--- config.mk ---
export PLATFORM = sky130hd
export DESIGN_NAME = rtmp_chunk_deframer_unit_flat
export DESIGN_NICKNAME = d
export VERILOG_FILES = /design/src/sv/rcd_pkg.sv /design/src/sv/rcd_if.sv /design/src/sv/rtmp_chunk_deframer_unit.sv /design/src/flat_wrapper.sv
export SDC_FILE = /design/constraint.sdc
export NUM_CORES = 2
export LEC_CHECK = 0
export BUFFER_PORTS_ARGS = -buffer_cell sky130_fd_sc_hd__buf_2
export CAP_MARGIN = 30
export CORE_MARGIN = 4
export CORE_UTILIZATION = 50
export CTS_CLUSTER_DIAMETER = 200
export DETAILED_ROUTE_END_ITERATION = 10
export PLACE_DENSITY = 0.71
export SLEW_MARGIN = 30
export SYNTH_ARGS = -nofsm -noshare
export SYNTH_HDL_FRONTEND = slang
export SYNTH_SLANG_ARGS = --single-unit
--- constraint.sdc ---
create_clock -name clk -period 15.8 [get_ports clk]
set_input_delay 2.37 -clock clk [delete_from_list [all_inputs] [get_ports clk]]
set_output_delay 2.37 -clock clk [all_outputs]
set_load 0.03 [all_outputs]
--- src/sv/rcd_pkg.sv ---
// package for the chunk stream deframer: widths, codes and result type
`timescale 1ns / 1ps
package rcd_pkg;
  localparam int unsigned SLOTS = 8;
  localparam int unsigned SLOT_W = 3;
  localparam logic [3:0] POS_BASIC = 4'd0;
  localparam logic [3:0] POS_PAYLOAD = 4'd15;
  localparam logic [23:0] RESET_CHUNK = 24'd128;

  typedef enum logic [1:0] {
    ERR_NONE = 2'd0,
    ERR_EXT_ID = 2'd1,
    ERR_FULL = 2'd2,
    ERR_NO_HDR = 2'd3
  } err_t;

  typedef struct packed {
    logic [7:0]  payload_byte;
    logic [5:0]  channel;
    logic [7:0]  message_type;
    logic [31:0] timestamp;
    logic [23:0] message_length;
    logic        first_of_message;
    logic        last_of_message;
    logic [1:0]  error;
  } result_t;
endpackage

--- src/sv/rcd_if.sv ---
// valid/ready channel interfaces for input items, results and configuration
`timescale 1ns / 1ps
interface rcd_in_if (input logic clk);
  logic       valid;
  logic       ready;
  logic       mode;
  logic [7:0] stream_byte;
  modport source (output valid, mode, stream_byte, input ready);
  modport sink (input valid, mode, stream_byte, output ready);
endinterface

interface rcd_out_if (input logic clk);
  logic             valid;
  logic             ready;
  rcd_pkg::result_t data;
  modport source (output valid, data, input ready);
  modport sink (input valid, data, output ready);
endinterface

interface rcd_cfg_if (input logic clk);
  logic        valid;
  logic        ready;
  logic [23:0] data;
  modport source (output valid, data, input ready);
  modport sink (input valid, data, output ready);
endinterface

--- src/sv/rtmp_chunk_deframer_unit.sv ---
// top level of the chunk stream deframer
//
// in_ch: one transfer per stream byte (mode 0) or session clear (mode 1).
// out_ch: one transfer per payload byte or per header error, carrying the
//   channel, type, absolute timestamp, length and first/last marks.
// cfg_ch: writes initial_chunk_size; it takes effect at the next session
//   clear. Write only while idle.
// Each input transfer is processed by the header parser and the 8-slot
// channel cache with parallel compare; a result enters the output register
// in the cycle after its input transfer. Throughput is one byte per cycle
// while no result waits on a low out_ready, as the cache updates per byte.
// The output register takes a new result whenever it is empty or being
// drained, so in_ready drops only while a result waits and the receiver
// holds out_ready low.
// Synchronous reset (rst_n low) clears the cache and parser and loads a
// chunk size of 128; initial_chunk_size returns to 128.
`timescale 1ns / 1ps
module rtmp_chunk_deframer_unit (
  input logic      clk,
  input logic      rst_n,
  rcd_in_if.sink   in_ch,
  rcd_out_if.source out_ch,
  rcd_cfg_if.sink  cfg_ch
);
  logic [5:0]  slot_chan_r [rcd_pkg::SLOTS];
  logic [7:0]  slot_type_r [rcd_pkg::SLOTS];
  logic [23:0] slot_len_r [rcd_pkg::SLOTS];
  logic [23:0] slot_rem_r [rcd_pkg::SLOTS];
  logic [31:0] slot_ts_r [rcd_pkg::SLOTS];
  logic [23:0] slot_delta_r [rcd_pkg::SLOTS];
  logic        slot_known_r [rcd_pkg::SLOTS];
  logic [3:0]  pos_r;
  logic [1:0]  fmt_r;
  logic [rcd_pkg::SLOT_W-1:0] cur_r;
  logic [23:0] shift_r;
  logic [23:0] cbl_r;
  logic [31:0] acs_r;
  logic [31:0] cap_r;
  logic [23:0] init_r;
  logic        ov_r;
  rcd_pkg::result_t od_r;

  logic fire;
  assign in_ch.ready = !ov_r || out_ch.ready;
  assign fire = in_ch.valid && in_ch.ready;
  assign cfg_ch.ready = 1'b1;
  assign out_ch.valid = ov_r;
  assign out_ch.data = od_r;

  logic [7:0] b;
  logic [5:0] chan;
  logic [1:0] fmt;
  logic       hit;
  logic       free;
  logic [rcd_pkg::SLOT_W-1:0] hit_s;
  logic [rcd_pkg::SLOT_W-1:0] free_s;
  assign b = in_ch.stream_byte;
  assign chan = b[5:0];
  assign fmt = b[7:6];

  always_comb begin
    hit = 1'b0;
    free = 1'b0;
    hit_s = '0;
    free_s = '0;
    for (int i = rcd_pkg::SLOTS - 1; i >= 0; i--) begin
      if (slot_chan_r[i] == chan) begin
        hit = 1'b1;
        hit_s = i[rcd_pkg::SLOT_W-1:0];
      end
      if (slot_chan_r[i] == 6'd0) begin
        free = 1'b1;
        free_s = i[rcd_pkg::SLOT_W-1:0];
      end
    end
  end

  logic [23:0] shift_new;
  logic [23:0] rem_m1;
  logic [23:0] offs;
  logic [31:0] cap_new;
  logic [23:0] acs24;
  assign shift_new = {shift_r[15:0], b};
  assign rem_m1 = slot_rem_r[cur_r] - 24'd1;
  assign offs = slot_len_r[cur_r] - slot_rem_r[cur_r];
  assign acs24 = (acs_r[31:24] != 8'd0) ? 24'hffffff : acs_r[23:0];

  always_comb begin
    cap_new = (offs == 24'd0) ? 32'd0 : cap_r;
    if (offs < 24'd4) cap_new = {cap_new[23:0], b};
  end

  function automatic logic [23:0] min_chunk(input logic [23:0] r, input logic [23:0] a);
    min_chunk = (r < a) ? r : a;
  endfunction

  always_ff @(posedge clk) begin
    logic [rcd_pkg::SLOT_W-1:0] s;
    logic        done;
    logic [23:0] rem;
    rcd_pkg::result_t res;
    logic        emit;
    logic [3:0]  pos_nxt;
    logic        ov_nxt;
    s = '0;
    done = 1'b0;
    rem = '0;
    res = '0;
    emit = 1'b0;
    pos_nxt = pos_r;
    ov_nxt = ov_r;
    if (!rst_n) begin
      for (int i = 0; i < rcd_pkg::SLOTS; i++) begin
        slot_chan_r[i] <= '0; slot_type_r[i] <= '0; slot_len_r[i] <= '0;
        slot_rem_r[i] <= '0; slot_ts_r[i] <= '0; slot_delta_r[i] <= '0;
        slot_known_r[i] <= 1'b0;
      end
      pos_r <= rcd_pkg::POS_BASIC; fmt_r <= '0; cur_r <= '0; shift_r <= '0;
      cbl_r <= '0; cap_r <= '0; acs_r <= {8'd0, rcd_pkg::RESET_CHUNK};
      init_r <= rcd_pkg::RESET_CHUNK; ov_r <= 1'b0;
    end else begin
      if (cfg_ch.valid) init_r <= cfg_ch.data;
      if (out_ch.ready) ov_nxt = 1'b0;
      if (fire) begin
        if (in_ch.mode) begin
          for (int i = 0; i < rcd_pkg::SLOTS; i++) begin
            slot_chan_r[i] <= '0; slot_type_r[i] <= '0; slot_len_r[i] <= '0;
            slot_rem_r[i] <= '0; slot_ts_r[i] <= '0; slot_delta_r[i] <= '0;
            slot_known_r[i] <= 1'b0;
          end
          pos_nxt = rcd_pkg::POS_BASIC; fmt_r <= '0; cur_r <= '0; shift_r <= '0;
          cbl_r <= '0; cap_r <= '0;
          acs_r <= (init_r == 24'd0) ? 32'd1 : {8'd0, init_r};
        end else if (pos_r == rcd_pkg::POS_PAYLOAD) begin
          s = cur_r;
          cap_r <= cap_new;
          slot_rem_r[s] <= rem_m1;
          cbl_r <= cbl_r - 24'd1;
          emit = 1'b1;
          res.payload_byte = b;
          res.channel = slot_chan_r[s];
          res.message_type = slot_type_r[s];
          res.timestamp = slot_ts_r[s];
          res.message_length = slot_len_r[s];
          res.first_of_message = (offs == 24'd0);
          res.last_of_message = (rem_m1 == 24'd0);
          res.error = rcd_pkg::ERR_NONE;
          if (rem_m1 == 24'd0 && slot_type_r[s] == 8'd1 && slot_len_r[s] >= 24'd4
              && cap_new[30:0] != 31'd0)
            acs_r <= {1'b0, cap_new[30:0]};
          if (rem_m1 == 24'd0 || cbl_r == 24'd1) pos_nxt = rcd_pkg::POS_BASIC;
        end else if (pos_r == rcd_pkg::POS_BASIC || pos_r > 4'd11) begin
          pos_nxt = rcd_pkg::POS_BASIC;
          res.channel = chan;
          if (chan < 6'd2) begin
            emit = 1'b1;
            res.error = rcd_pkg::ERR_EXT_ID;
          end else if (!hit && !free) begin
            emit = 1'b1;
            res.error = rcd_pkg::ERR_FULL;
          end else begin
            s = hit ? hit_s : free_s;
            slot_chan_r[s] <= chan;
            cur_r <= s;
            fmt_r <= fmt;
            shift_r <= '0;
            if (fmt != 2'd3) begin
              if (fmt == 2'd2 && !slot_known_r[s]) begin
                emit = 1'b1;
                res.error = rcd_pkg::ERR_NO_HDR;
              end else pos_nxt = 4'd1;
            end else if (slot_rem_r[s] != 24'd0) begin
              cbl_r <= min_chunk(slot_rem_r[s], acs24);
              pos_nxt = rcd_pkg::POS_PAYLOAD;
            end else if (slot_known_r[s]) begin
              slot_ts_r[s] <= slot_ts_r[s] + {8'd0, slot_delta_r[s]};
              slot_rem_r[s] <= slot_len_r[s];
              if (slot_len_r[s] != 24'd0) begin
                cbl_r <= min_chunk(slot_len_r[s], acs24);
                pos_nxt = rcd_pkg::POS_PAYLOAD;
              end
            end else begin
              emit = 1'b1;
              res.error = rcd_pkg::ERR_NO_HDR;
            end
          end
        end else begin
          s = cur_r;
          shift_r <= shift_new;
          pos_nxt = pos_r + 4'd1;
          if (pos_r == 4'd3) begin
            slot_delta_r[s] <= shift_new;
            if (fmt_r == 2'd0) slot_ts_r[s] <= {8'd0, shift_new};
            else begin
              slot_ts_r[s] <= slot_ts_r[s] + {8'd0, shift_new};
              done = (fmt_r == 2'd2);
            end
          end else if (pos_r == 4'd6) begin
            slot_len_r[s] <= shift_new;
          end else if (pos_r == 4'd7) begin
            slot_type_r[s] <= b;
            done = (fmt_r == 2'd1);
          end else if (pos_r == 4'd11) begin
            done = 1'b1;
          end
          if (done) begin
            slot_known_r[s] <= 1'b1;
            rem = (pos_r == 4'd6) ? shift_new : slot_len_r[s];
            slot_rem_r[s] <= rem;
            if (rem == 24'd0) pos_nxt = rcd_pkg::POS_BASIC;
            else begin
              cbl_r <= min_chunk(rem, acs24);
              pos_nxt = rcd_pkg::POS_PAYLOAD;
            end
          end
        end
        if (emit) begin
          ov_nxt = 1'b1;
          od_r <= res;
        end
      end
      pos_r <= pos_nxt;
      ov_r <= ov_nxt;
    end
  end
endmodule

--- src/flat_wrapper.sv ---
// flat-port wrapper written by rule: the top's interface ports become plain ports
module rtmp_chunk_deframer_unit_flat 
  (clk, rst_n, in_ch_valid, in_ch_mode, in_ch_stream_byte, in_ch_ready, out_ch_valid, out_ch_data, out_ch_ready, cfg_ch_valid, cfg_ch_data, cfg_ch_ready);
  rcd_in_if in_ch_i (.clk(clk));
  rcd_out_if out_ch_i (.clk(clk));
  rcd_cfg_if cfg_ch_i (.clk(clk));
  input logic clk;
  input logic rst_n;
  input wire logic [$bits(in_ch_i.valid)-1:0] in_ch_valid;
  input wire logic [$bits(in_ch_i.mode)-1:0] in_ch_mode;
  input wire logic [$bits(in_ch_i.stream_byte)-1:0] in_ch_stream_byte;
  output wire logic [$bits(in_ch_i.ready)-1:0] in_ch_ready;
  output wire logic [$bits(out_ch_i.valid)-1:0] out_ch_valid;
  output wire logic [$bits(out_ch_i.data)-1:0] out_ch_data;
  input wire logic [$bits(out_ch_i.ready)-1:0] out_ch_ready;
  input wire logic [$bits(cfg_ch_i.valid)-1:0] cfg_ch_valid;
  input wire logic [$bits(cfg_ch_i.data)-1:0] cfg_ch_data;
  output wire logic [$bits(cfg_ch_i.ready)-1:0] cfg_ch_ready;
  assign in_ch_i.valid = in_ch_valid;
  assign in_ch_i.mode = in_ch_mode;
  assign in_ch_i.stream_byte = in_ch_stream_byte;
  assign in_ch_ready = in_ch_i.ready;
  assign out_ch_valid = out_ch_i.valid;
  assign out_ch_data = out_ch_i.data;
  assign out_ch_i.ready = out_ch_ready;
  assign cfg_ch_i.valid = cfg_ch_valid;
  assign cfg_ch_i.data = cfg_ch_data;
  assign cfg_ch_ready = cfg_ch_i.ready;
  rtmp_chunk_deframer_unit u_core (.clk(clk), .rst_n(rst_n), .in_ch(in_ch_i), .out_ch(out_ch_i), .cfg_ch(cfg_ch_i));
endmodule
==> run_results.csv <==
group,metric,value,unit
die,die-area,139400,um^2
synth,synth_edf_count,1026,
global_route,antenna_found_initial,15,
synth,ys.flop_type,"edfxtp_1",
layout,fin_nets,6474,
timing,max_freq,0.09567,GHz
timing,rsz0062_at_grt,"no",
layout,seqCellArea,33760,um^2
worst_setup_path,crit_type,"in2reg",
layout,fin_cells,8154,
global_route,grt_pass1_vias,52820,
global_route,grt_start_max_net_pins,126,
pwr,cellPowerDensity,133.8,nW/um^2
pwr,p_leak,27.65,nW
placed_design,gp_congestion,1.002,
clocking,h-tree-depth,3,
clocking,cts_buffer_depth,3,
synth,ys_ff_latch,1173,
synth,synth_top_area_cell,"edfxtp_1",
placed_design,numPortBuffers,121,
drt,antenna_left,0,
pwr,peakVddDrop,108.5,uV
clocking,post-cts-setup-buffers,0,
timing,finalCritPeriodShare,66.16,%
synth,syn_area,66720,um^2
drt,drt_iter0_drc,9250,
placed_design,dp_hpwl,156300,um
clocking,ctsResizeCount,0,
clocking,numCtsBuffers,121,
die,die_w,373.3,um
synth,synth_top_area_share,46.17,%
synth,synth_nets,6473,
synth,ys_async_sr_fraction,0,%
die,fp.dieH,373.3,um
global_route,grt_pass1_wl,352600,um
timing,finalMaxSlewViolations,0,
global_route,track_usage,33.77,%
hold_path,hp-class,"reg2reg",
die,start_util,50.56,%
worst_setup_path,cp_max_fo,48,
timing,hold_viol,0,
layout,fillers,11150,
timing,finClkSkew,39.14,ps
layout,multi_input_area,30700,um^2
synth,yosysMostFrequentCell,"edfxtp_1",
drt,dr.pass1.iters,6,
pwr,total_power,0.009864,W
worst_setup_path,cp_slowest_cell,"nor2_4",
layout,syn_to_final_growth,10.48,%
clocking,clock_sinks,1173,
drt,route.detailed.drc,0,
clocking,root_buffer,"clkbuf_16",
clocking,cts_hold_buf,0,
worst_setup_path,worstPathArrival,11110,ps
worst_setup_path,crit_required,16460,ps
global_route,overflow,0,
synth,synth_cell_types,107,
drt,vias,54950,
timing,period_needed,10450,ps
timing,worst_slew_pin_slew,1102,ps
worst_setup_path,start_kind,"input port",
worst_setup_path,crit_path_end_kind,"register",
synth,seq_area_frac_synth,50.59,%
clocking,clkTransAtPathRegs,60,ps
timing,finalSetupTns,0,ps
synth,synth_commonest_cells,"edfxtp_1 (1026), nor2_1 (757), nand2_1 (631)",
synth,syn_avg_cell_area,10.61,um^2
worst_setup_path,slowest_delay,830,ps
synth,ys.warnings.count,0,
outcome,status,"finished, final reports clean",
synth,synth.area.top_cells,"edfxtp_1 (46%), mux4_2 (6.3%), dfxtp_1 (4.4%)",
timing,relSlewSlack,25.88,%
die,io_pins,123,
job,maxCapViolations,0,
die,coreArea,132000,um^2
drt,wire_per_inst,29.92,um
worst_setup_path,crit_top_cell,"buf_4",
clocking,cts_tree,"done",
timing,setup_violations,0,
drt,wl,244000,um
clocking,insertion_delay,790,ps
placed_design,dp_cells,7911,
drt,vias_per_cell,6.739,
synth,postSynthCellCount,6286,
die,floorplan.rows,133,
layout,drive_above_1_share,15.36,%
[cell families after synthesis]
group | Yosys count | synth area share (%)
simple gates | 2620 | 19.04
flops | 1173 | 50.59
xor+xnor | 151 | 1.982
fa+ha+maj | 149 | 2.817
compound gates | 1131 | 11.55
other cells | 1 | 0.005620
buf+inv | 636 | 3.996
mux | 425 | 10.02
[path summary, 6_finish.rpt]
kind	to	from	depth (start not counted)	slack [ps]
max	u_core.cbl_r[0]	in_ch_stream_byte[3]	29	5350
min reg2reg	u_core.slot_known_r[2]	u_core.slot_known_r[2]	2	460
min	u_core.slot_known_r[2]	u_core.slot_known_r[2]	2	460
max reg2reg	u_core.cbl_r[0]	u_core.slot_chan_r[0][2]	27	6760
[flip-flops by register name (all words and copies together), names as in the netlist, 8 cells and up, named ones only]
| signal | count |
|---|---|
| u_core.init_r | 24 |
| u_core.slot_delta_r | 192 |
| u_core.slot_rem_r | 192 |
| u_core.slot_ts_r | 256 |
| u_core.slot_chan_r | 48 |
| u_core.cbl_r | 24 |
| u_core.shift_r | 16 |
| u_core.slot_len_r | 192 |
| u_core.cap_r | 31 |
| u_core.slot_type_r | 64 |
| u_core.slot_known_r | 8 |
| u_core.acs_r | 31 |
| u_core.out_ch.data | 82 |
[metal layers]
metal | track usage (%) | routed length, um
met4 | 19.87 | 16770
met2 | 49.88 | 105500
met1 | 43.64 | 86460
met3 | 10.88 | 35200
met5 | 0 | 42
[final cells by class]
type / instances / area share (%)
antenna: 7 / 0.02376
multi-input combinational: 4477 / 41.65
clock inverter: 67 / 0.8995
sequential: 1173 / 45.80
timing repair buffer: 372 / 3.439
tap: 1755 / 2.979
inverter: 142 / 0.7230
clock buffer: 161 / 4.488
[critical path, delay by kind of cell]
family	cells	cell delay, ps
xor+xnor	1	200
fa+ha+maj	1	270
simple gates	9	2800
compound gates	11	2800
buf+inv	6	2390
mux	1	160
[placed cells by master (no fill, tap or decap), types with 55 or more instances in the layout]
cell       count
a21oi_1      313
and2_1       414
and3_1       143
buf_2        123
buf_4        233
clkbuf_16    121
dfxtp_1      144
edfxtp_1    1026
ha_1         147
inv_1        140
mux2i_1      178
mux4_2       188
nand2_1      614
nand3_1      222
nand4_1       60
nor2_1       748
nor3_1       138
o21ai_0      197
xnor2_1       96
xor2_1        55
[report_power, final]
group	total [W]	internal (W)	switching, W
Combinational	0.00334	0.00104	0.00231
Clock	0.00291	0.00161	0.00129
Sequential	0.00361	0.00352	0.0000986
Total	0.00986	0.00616	0.00370
[stage by stage]
stage	utilization [%]	setup WS, ps	hold WS, ps	cell area [um^2]
global route	55.85	5086	493.2	73700
detailed placement	52.79	4921	448.3	69660
CTS	55.80	5733	462.9	73630
global placement	52.72	5046	435.7	69570
floorplan	-	5204	424.9	66720
finish	55.86	5347	461.9	73720
Power figures use the tool's default switching activity.
